**config.mk**
```make
export PLATFORM = sky130hd
export DESIGN_NAME = periodic_task_timer_table
export DESIGN_NICKNAME = d
export VERILOG_FILES = /design/src/hw/rtl/pttt_pkg.sv /design/src/hw/rtl/pttt_seq.sv /design/src/hw/rtl/pttt_dp.sv /design/src/hw/rtl/periodic_task_timer_table.sv
export SDC_FILE = /design/constraint.sdc
export NUM_CORES = 1
export LEC_CHECK = 0
export BUFFER_PORTS_ARGS = -buffer_cell sky130_fd_sc_hd__buf_4
export CORE_MARGIN = 4
export CORE_UTILIZATION = 57
export CTS_CLUSTER_DIAMETER = 60
export DETAILED_ROUTE_END_ITERATION = 7
export GPL_TIMING_DRIVEN = 1
export HOLD_SLACK_MARGIN = 0.12
export PLACE_DENSITY = 0.75
export SETUP_SLACK_MARGIN = 0.5
export SYNTH_ARGS = -nofsm -noshare
export SYNTH_HDL_FRONTEND = slang
export SYNTH_HIERARCHICAL = 1
export SYNTH_SLANG_ARGS = --single-unit
```
**constraint.sdc**
```tcl
create_clock -name clk_i -period 6.4 [get_ports clk_i]
set_input_delay 1.28 -clock clk_i [delete_from_list [all_inputs] [get_ports clk_i]]
set_output_delay 1.28 -clock clk_i [all_outputs]
set_load 0.05 [all_outputs]
```
**src/hw/rtl/pttt_pkg.sv**
```systemverilog
// Shared types, step addresses and the control store for the periodic task timer table.
package pttt_pkg;

  typedef enum logic [1:0] {
    FUNC_TICK = 2'd0,
    FUNC_ADD  = 2'd1,
    FUNC_SET  = 2'd2,
    FUNC_GET  = 2'd3
  } func_e;

  typedef enum logic [2:0] {
    SEQ_NEXT,
    SEQ_GOTO,
    SEQ_BRANCH,
    SEQ_HOLD,
    SEQ_DISPATCH
  } seq_e;

  typedef enum logic [1:0] {
    COND_NONE,
    COND_TICK_SKIP,
    COND_LAST,
    COND_SLOT_BAD
  } cond_e;

  typedef enum logic [2:0] {
    OP_NONE,
    OP_LATCH,
    OP_TICK_INIT,
    OP_TICK_EVAL,
    OP_ADD,
    OP_SET,
    OP_GET_RD,
    OP_GET_WB
  } dp_op_e;

  typedef logic [2:0] step_t;

  localparam step_t STEP_IDLE  = 3'd0;
  localparam step_t STEP_TICK  = 3'd1;
  localparam step_t STEP_LOOP  = 3'd2;
  localparam step_t STEP_ADD   = 3'd3;
  localparam step_t STEP_SET   = 3'd4;
  localparam step_t STEP_GET   = 3'd5;
  localparam step_t STEP_GETWB = 3'd6;
  localparam step_t STEP_DONE  = 3'd7;

  typedef struct packed {
    seq_e   seq;
    cond_e  cond;
    step_t  target;
    dp_op_e op;
    logic   busy;
    logic   done;
  } ctl_word_t;

  typedef struct packed {
    logic tick_skip;
    logic last;
    logic slot_bad;
  } cond_t;

  // Control store: one word per step.
  function automatic ctl_word_t ctl_rom(input step_t step);
    ctl_word_t w;
    w = '{seq: SEQ_GOTO, cond: COND_NONE, target: STEP_IDLE, op: OP_NONE,
          busy: 1'b1, done: 1'b0};
    unique case (step)
      STEP_IDLE: begin
        w.seq  = SEQ_DISPATCH;
        w.op   = OP_LATCH;
        w.busy = 1'b0;
      end
      STEP_TICK: begin
        w.seq    = SEQ_BRANCH;
        w.cond   = COND_TICK_SKIP;
        w.target = STEP_DONE;
        w.op     = OP_TICK_INIT;
      end
      STEP_LOOP: begin
        w.seq    = SEQ_HOLD;
        w.cond   = COND_LAST;
        w.target = STEP_DONE;
        w.op     = OP_TICK_EVAL;
      end
      STEP_ADD: begin
        w.target = STEP_DONE;
        w.op     = OP_ADD;
      end
      STEP_SET: begin
        w.target = STEP_DONE;
        w.op     = OP_SET;
      end
      STEP_GET: begin
        w.seq    = SEQ_BRANCH;
        w.cond   = COND_SLOT_BAD;
        w.target = STEP_DONE;
        w.op     = OP_GET_RD;
      end
      STEP_GETWB: begin
        w.target = STEP_DONE;
        w.op     = OP_GET_WB;
      end
      STEP_DONE: begin
        w.target = STEP_IDLE;
        w.done   = 1'b1;
      end
      default: begin
        w.target = STEP_IDLE;
      end
    endcase
    return w;
  endfunction

  function automatic step_t dispatch(input func_e func);
    step_t s;
    unique case (func)
      FUNC_TICK: s = STEP_TICK;
      FUNC_ADD:  s = STEP_ADD;
      FUNC_SET:  s = STEP_SET;
      FUNC_GET:  s = STEP_GET;
      default:   s = STEP_IDLE;
    endcase
    return s;
  endfunction

endpackage

```
**src/hw/rtl/pttt_seq.sv**
```systemverilog
// Microcode sequencer: step counter, control store lookup and jump logic.
module pttt_seq
  import pttt_pkg::*;
(
  input  logic       clk_i,
  input  logic       rst_ni,
  input  logic       start_i,
  input  logic [1:0] func_i,
  input  cond_t      cond_i,
  output ctl_word_t  ctl_o
);

  step_t upc_q, upc_d;
  logic  cond_sel;

  assign ctl_o = ctl_rom(upc_q);

  always_comb begin
    case (ctl_o.cond)
      COND_TICK_SKIP: cond_sel = cond_i.tick_skip;
      COND_LAST:      cond_sel = cond_i.last;
      COND_SLOT_BAD:  cond_sel = cond_i.slot_bad;
      default:        cond_sel = 1'b0;
    endcase
  end

  always_comb begin
    unique case (ctl_o.seq)
      SEQ_NEXT:     upc_d = upc_q + step_t'(1);
      SEQ_GOTO:     upc_d = ctl_o.target;
      SEQ_BRANCH:   upc_d = cond_sel ? ctl_o.target : upc_q + step_t'(1);
      SEQ_HOLD:     upc_d = cond_sel ? ctl_o.target : upc_q;
      SEQ_DISPATCH: upc_d = start_i ? dispatch(func_e'(func_i)) : upc_q;
      default:      upc_d = STEP_IDLE;
    endcase
  end

  always_ff @(posedge clk_i or negedge rst_ni) begin
    if (!rst_ni) begin
      upc_q <= STEP_IDLE;
    end else begin
      upc_q <= upc_d;
    end
  end

endmodule

```
**src/hw/rtl/pttt_dp.sv**
```systemverilog
// Datapath: timer tables, task count, slot walker and result registers.
module pttt_dp
  import pttt_pkg::*;
#(
  parameter int MAX_TASKS = 8
) (
  input  logic        clk_i,
  input  logic        rst_ni,
  input  ctl_word_t   ctl_i,
  input  logic        accept_i,
  input  logic        running_i,
  input  logic [31:0] now_ms_i,
  input  logic [7:0]  slot_i,
  input  logic [14:0] interval_ms_i,
  input  logic        enable_flag_i,
  output cond_t       cond_o,
  output logic [7:0]  fired_mask_o,
  output logic        status_o,
  output logic [2:0]  slot_out_o,
  output logic [14:0] interval_out_o
);

  localparam int IW = (MAX_TASKS > 1) ? $clog2(MAX_TASKS) : 1;
  localparam int CW = $clog2(MAX_TASKS + 1);

  // Tables. Entries read as zero until their valid bit is set.
  logic [14:0]          per_mem  [MAX_TASKS];
  logic [31:0]          time_mem [MAX_TASKS];
  logic [MAX_TASKS-1:0] per_vld_q, time_vld_q, en_q;

  logic [14:0] per_rd_q;
  logic [31:0] time_rd_q;
  logic        per_rv_q, time_rv_q;

  logic [31:0] now_q;
  logic [7:0]  slot_q;
  logic [14:0] ival_q;
  logic        enf_q;
  logic [IW-1:0] idx_q, idx_d;
  logic [CW-1:0] count_q, count_d;

  logic [7:0]  fired_q, fired_d;
  logic        status_q, status_d;
  logic [2:0]  slot_out_q, slot_out_d;
  logic [14:0] ival_out_q, ival_out_d;

  logic          per_we, time_we, en_we;
  logic [IW-1:0] per_wa, time_wa, rd_addr;
  logic [14:0]   per_wd;

  logic [CW-1:0] idx_nxt;
  logic [14:0]   per_eff;
  logic [31:0]   time_eff, elapsed;
  logic          due, full, slot_ok;

  assign idx_nxt  = CW'(idx_q) + CW'(1);
  assign per_eff  = per_rv_q ? per_rd_q : 15'd0;
  assign time_eff = time_rv_q ? time_rd_q : 32'd0;
  assign elapsed  = now_q - time_eff;
  assign due      = elapsed > {17'd0, per_eff};
  assign full     = count_q >= CW'(MAX_TASKS);
  assign slot_ok  = slot_q < 8'(MAX_TASKS);

  assign cond_o.tick_skip = !running_i || (count_q == '0);
  assign cond_o.last      = idx_nxt == count_q;
  assign cond_o.slot_bad  = !slot_ok;

  always_comb begin
    idx_d      = idx_q;
    count_d    = count_q;
    fired_d    = fired_q;
    status_d   = status_q;
    slot_out_d = slot_out_q;
    ival_out_d = ival_out_q;
    per_we     = 1'b0;
    time_we    = 1'b0;
    en_we      = 1'b0;
    per_wa     = count_q[IW-1:0];
    time_wa    = idx_q;
    per_wd     = ival_q;
    rd_addr    = '0;
    unique case (ctl_i.op)
      OP_LATCH: begin
        if (accept_i) begin
          fired_d    = '0;
          status_d   = 1'b0;
          slot_out_d = '0;
          ival_out_d = '0;
        end
      end
      OP_TICK_INIT: begin
        idx_d = '0;
      end
      OP_TICK_EVAL: begin
        // Evaluate the entry fetched last cycle while fetching the next one.
        if (!cond_o.last) begin
          rd_addr = idx_nxt[IW-1:0];
        end
        if (due) begin
          time_we = 1'b1;
          if (en_q[idx_q]) begin
            fired_d = fired_q | (8'd1 << idx_q);
          end
        end
        idx_d = idx_nxt[IW-1:0];
      end
      OP_ADD: begin
        if (full) begin
          status_d = 1'b1;
        end else begin
          per_we     = 1'b1;
          en_we      = 1'b1;
          slot_out_d = 3'(count_q);
          count_d    = count_q + CW'(1);
        end
      end
      OP_SET: begin
        per_wa = slot_q[IW-1:0];
        if (slot_ok) begin
          per_we = 1'b1;
        end else begin
          status_d = 1'b1;
        end
      end
      OP_GET_RD: begin
        rd_addr = slot_q[IW-1:0];
        if (!slot_ok) begin
          status_d = 1'b1;
        end
      end
      OP_GET_WB: begin
        ival_out_d = per_eff;
      end
      default: begin
      end
    endcase
  end

  // Table storage with registered read data.
  always_ff @(posedge clk_i) begin
    if (per_we) begin
      per_mem[per_wa] <= per_wd;
    end
    if (time_we) begin
      time_mem[time_wa] <= now_q;
    end
    per_rd_q  <= per_mem[rd_addr];
    time_rd_q <= time_mem[rd_addr];
  end

  always_ff @(posedge clk_i or negedge rst_ni) begin
    if (!rst_ni) begin
      per_vld_q  <= '0;
      time_vld_q <= '0;
      en_q       <= '0;
      per_rv_q   <= 1'b0;
      time_rv_q  <= 1'b0;
      count_q    <= '0;
      idx_q      <= '0;
    end else begin
      if (per_we) begin
        per_vld_q[per_wa] <= 1'b1;
      end
      if (time_we) begin
        time_vld_q[time_wa] <= 1'b1;
      end
      if (en_we) begin
        en_q[per_wa] <= enf_q;
      end
      per_rv_q  <= per_vld_q[rd_addr];
      time_rv_q <= time_vld_q[rd_addr];
      count_q   <= count_d;
      idx_q     <= idx_d;
    end
  end

  always_ff @(posedge clk_i) begin
    if (ctl_i.op == OP_LATCH && accept_i) begin
      now_q  <= now_ms_i;
      slot_q <= slot_i;
      ival_q <= interval_ms_i;
      enf_q  <= enable_flag_i;
    end
    fired_q    <= fired_d;
    status_q   <= status_d;
    slot_out_q <= slot_out_d;
    ival_out_q <= ival_out_d;
  end

  assign fired_mask_o   = fired_q;
  assign status_o       = status_q;
  assign slot_out_o     = slot_out_q;
  assign interval_out_o = ival_out_q;

endmodule

```
**src/hw/rtl/periodic_task_timer_table.sv**
```systemverilog
// Top level of the periodic task timer table: ports, running register and block wiring.
//
// Usage. A command is transferred at a rising clock edge where start is high and
// busy is low; func_i selects tick, add task, set interval or get interval, and
// the other command fields are sampled at that edge. Each command produces exactly
// one result, shown on fired_mask_o, status_o, slot_out_o and interval_out_o for a
// single cycle while done_o is high. The receiver cannot stall: the result is
// transferred at the edge that ends the done_o cycle.
// Sequencing: add and set each run their own step and then the done step; get runs
// a read step, a write-back step (skipped for a bad slot) and the done step. A tick
// runs its init step, then, while running with slots added, the slot walker, which
// evaluates one table entry per cycle through the single table read port, then the
// done step; stopped or with no slot added it goes from init to done. The block then
// returns to its idle step, so a new command is taken only after the last one ends.
// The running register is written through its own channel (cfg_valid_i, always
// ready); write it only while no command is in flight. Reset clears the task
// count, the running register, the enable bits and all table valid bits, so
// every slot reads as interval zero and last fire time zero.
module periodic_task_timer_table
  import pttt_pkg::*;
#(
  parameter int MAX_TASKS = 8
) (
  input  logic        clk_i,
  input  logic        rst_ni,
  input  logic        start,
  output logic        busy,
  input  logic [1:0]  func_i,
  input  logic [31:0] now_ms_i,
  input  logic [7:0]  slot_i,
  input  logic [14:0] interval_ms_i,
  input  logic        enable_flag_i,
  output logic        done_o,
  output logic [7:0]  fired_mask_o,
  output logic        status_o,
  output logic [2:0]  slot_out_o,
  output logic [14:0] interval_out_o,
  input  logic        cfg_valid_i,
  output logic        cfg_ready_o,
  input  logic        cfg_data_i
);

  ctl_word_t ctl;
  cond_t     cond;
  logic      accept;
  logic      running_q;

  // The sequencer is in its idle step exactly when the control word drops busy.
  assign busy        = ctl.busy;
  assign done_o      = ctl.done;
  assign accept      = start && !ctl.busy;
  assign cfg_ready_o = 1'b1;

  always_ff @(posedge clk_i or negedge rst_ni) begin
    if (!rst_ni) begin
      running_q <= 1'b0;
    end else if (cfg_valid_i) begin
      running_q <= cfg_data_i;
    end
  end

  pttt_seq u_seq (
    .clk_i  (clk_i),
    .rst_ni (rst_ni),
    .start_i(accept),
    .func_i (func_i),
    .cond_i (cond),
    .ctl_o  (ctl)
  );

  pttt_dp #(
    .MAX_TASKS(MAX_TASKS)
  ) u_dp (
    .clk_i         (clk_i),
    .rst_ni        (rst_ni),
    .ctl_i         (ctl),
    .accept_i      (accept),
    .running_i     (running_q),
    .now_ms_i      (now_ms_i),
    .slot_i        (slot_i),
    .interval_ms_i (interval_ms_i),
    .enable_flag_i (enable_flag_i),
    .cond_o        (cond),
    .fired_mask_o  (fired_mask_o),
    .status_o      (status_o),
    .slot_out_o    (slot_out_o),
    .interval_out_o(interval_out_o)
  );

endmodule
```
==> impl_metrics.ini <==
[die]
die_h_um = 207
io_pins = 93
core_area_sq_um = 38800
fp-row-count = 72
die_w_um = 207
dieArea_sq_um = 42700
start_util_pct = 57.9

[setup_path]
crit_chain = buf_4, nand2_1, inv_1, fa_1, nand2b_1, a21oi_1, nor2_1, o21ai_0, a21boi_0, nor3_1, nor2_1, xnor2_1, ha_1, a21oi_1, nand2b_1, o41ai_1, o211ai_1, nor4_1, nand4_1, nor4_4, buf_4, nor2_4, buf_4
startpoint_type = flop
worstSetupPathType = reg2reg
cp_max_fo = 32
critPathSlowestCell = fa_1
worstPathArrival_ns = 5.77
required_ns = 6.66
crit_path_frequent_cell = buf_4
cp_slowest_stage_delay_ns = 0.43
endpoint_kind = flop

[grt]
antenna_found_initial = 1
grt_pass1_vias = 12300
grtUsageTotal_pct = 21.5
grt_max_degree = 55
grt_pass1_wl_um = 70000
overflow = 0

[routing]
num_vias = 11900
antenna_left = 0
wl_um = 44600
drc = 0
first_pass_iters = 5
drt_iter0_markers = 1048
avgRoutedWirePerCell_um = 22.3
vias_per_cell = 5.93

[synthesis]
synth.net_count = 1453
syn_area_per_cell_sq_um = 16.9
yosys_warnings = 6
syn_inst = 1327
syn_area_sq_um = 22500

[cts]
clock_path_buffers = 3
clk_latency_ns = 0.59
postCtsSetupRepairBufs = 0
ctsHoldBuffers = 0
cts.htree.levels = 2
clkSinkCount = 543
cts-root-buf = clkbuf_16
cts_tree = done
numCtsBuffers = 53
clk_pin_slew_ns = 0.06
post_cts_resized = 0

[power]
max-vdd-ir-drop_mv = 0.263
p_per_area_nw_per_um2 = 267
p_leak_nw = 8.97

[hold_path]
hp-class = reg2reg

[timing]
whs_ns = 0.463
drv_slew = 0
setup_violations = 0
tightest_slew_ns = 1.25
finClkSkew_ns = 0.0219
rsz0062_at_grt = no
hold_viol_final = 0
tns_ns = 0
setup_ws_ns = 0.890
fmax_mhz = 181
maxSlewHeadroom_pct = 16.2
min_period_ns = 5.51
finalCritPeriodShare_pct = 86.1

[placed_design]
dp.final_hpwl_um = 27300
dp.cells = 1905
numPortBuffers = 91
place_congestion = 0.898
place_ws_ns = 0.968

[cells_and_area]
antenna_cells = 0
fin_nets = 1568
areaGrowthSynthToFinish_pct = 13.4
fillers = 2562
fin_util_pct = 65.6
drive_gt1_share_pct = 25.6
final_cells = 2005

[flow_run]
cap_violations = 0

[run_status]
status = completed
==> power by group <==
group | switching [W] | total [W] | internal, W | leakage, nW
Sequential | 0.000000305 | 0.00379 | 0.00379 | 4.97
Clock | 0.00125 | 0.00299 | 0.00174 | 0.826
Combinational | 0.0000122 | 0.0000369 | 0.0000247 | 3.18
==> layout by cell type (no fill, tap or decap), types with 8 or more instances in the layout <==
master,instances
edfxtp_1,459
buf_4,108
nand2_1,106
mux4_2,100
nor2_1,67
ha_1,62
mux2_2,58
a21oi_1,56
clkbuf_16,55
dfxtp_1,47
dfrtp_1,37
o21ai_0,27
clkbuf_1,20
inv_1,19
xnor2_1,16
o21a_1,16
nand4_1,14
nor3_1,13
nand3_1,12
mux2i_1,12
nand2b_1,11
or2_2,11
nor2b_1,10
o211ai_1,9
xor2_1,9
a21boi_0,8
o21bai_1,8
nor2_4,8
==> worst max-delay path, delay by kind of cell (launching register included) <==
kind | cells | cell delay (ns)
DFF | 1 | 0.38
adders and majority gates | 2 | 0.72
buffers and inverters | 4 | 0.96
AOI/OAI and AO/OA | 6 | 1.42
xor gates and xnor gates | 1 | 0.13
and+or+nand+nor | 10 | 1.53
==> metal layers <==
layer	wire length, um	global-route usage, %	up-vias	part of all wire [%]
li1	-	-	5417	-
met1	19500	31.4	6041	44
met2	21800	34.9	358	49
met3	2420	3.23	65	5.4
met4	848	5.63	2	1.9
met5	13	0	-	0.029
==> through the flow <==
stage	area (sq um)	power, W
floorplan	22500	0.00387
global placement	23800	0.00390
detailed placement	23800	0.00390
CTS	25500	0.00688
global route	25500	0.00703
finish	25500	0.00681
==> flip-flops by register name, summed over array words and instances (netlist names) <==
signal	cells
u_dp/time_mem	256
u_dp/per_mem	120
u_dp/now_q	32
u_dp/time_rd_q	32
u_dp/interval_out_o	15
u_dp/ival_q	15
u_dp/per_rd_q	15
u_dp/en_q	8
u_dp/fired_mask_o	8
u_dp/per_vld_q	8
u_dp/slot_q	8
u_dp/time_vld_q	8
u_dp/count_q	4
u_dp/idx_q	3
u_dp/slot_out_o	3
u_seq/upc_q	3
running_q	1
u_dp/enf_q	1
u_dp/per_rv_q	1
u_dp/status_o	1
u_dp/time_rv_q	1
==> path summary, 6_finish.rpt <==
path	slack (ns)	depth (start not counted)	startpoint	endpoint
max	0.89	23	u_dp/time_rv_q	u_dp/time_mem[2][6]
min reg2reg	0.46	1	u_dp/per_vld_q[6]	u_dp/per_vld_q[6]
max reg2reg	0.89	23	u_dp/time_rv_q	u_dp/time_mem[2][6]
max in group asynchronous	5.39	1	rst_ni	u_dp/per_vld_q[6]
min	0.46	1	u_dp/per_vld_q[6]	u_dp/per_vld_q[6]
min in group asynchronous	0.65	1	rst_ni	u_seq/upc_q[1]
==> cell type report <==
| type | instances | area, sq um | area share (%) |
|---|---|---|---|
| flip-flops and latches | 543 | 15700 | 61.4 |
| multi-input cells | 713 | 6560 | 25.8 |
| clock buffers | 82 | 1550 | 6.07 |
| repair buffers | 110 | 851 | 3.34 |
| well taps | 518 | 648 | 2.54 |
| clock inverters | 18 | 143 | 0.560 |
| inverters | 21 | 78.8 | 0.309 |
Power figures use the tool's default switching activity.
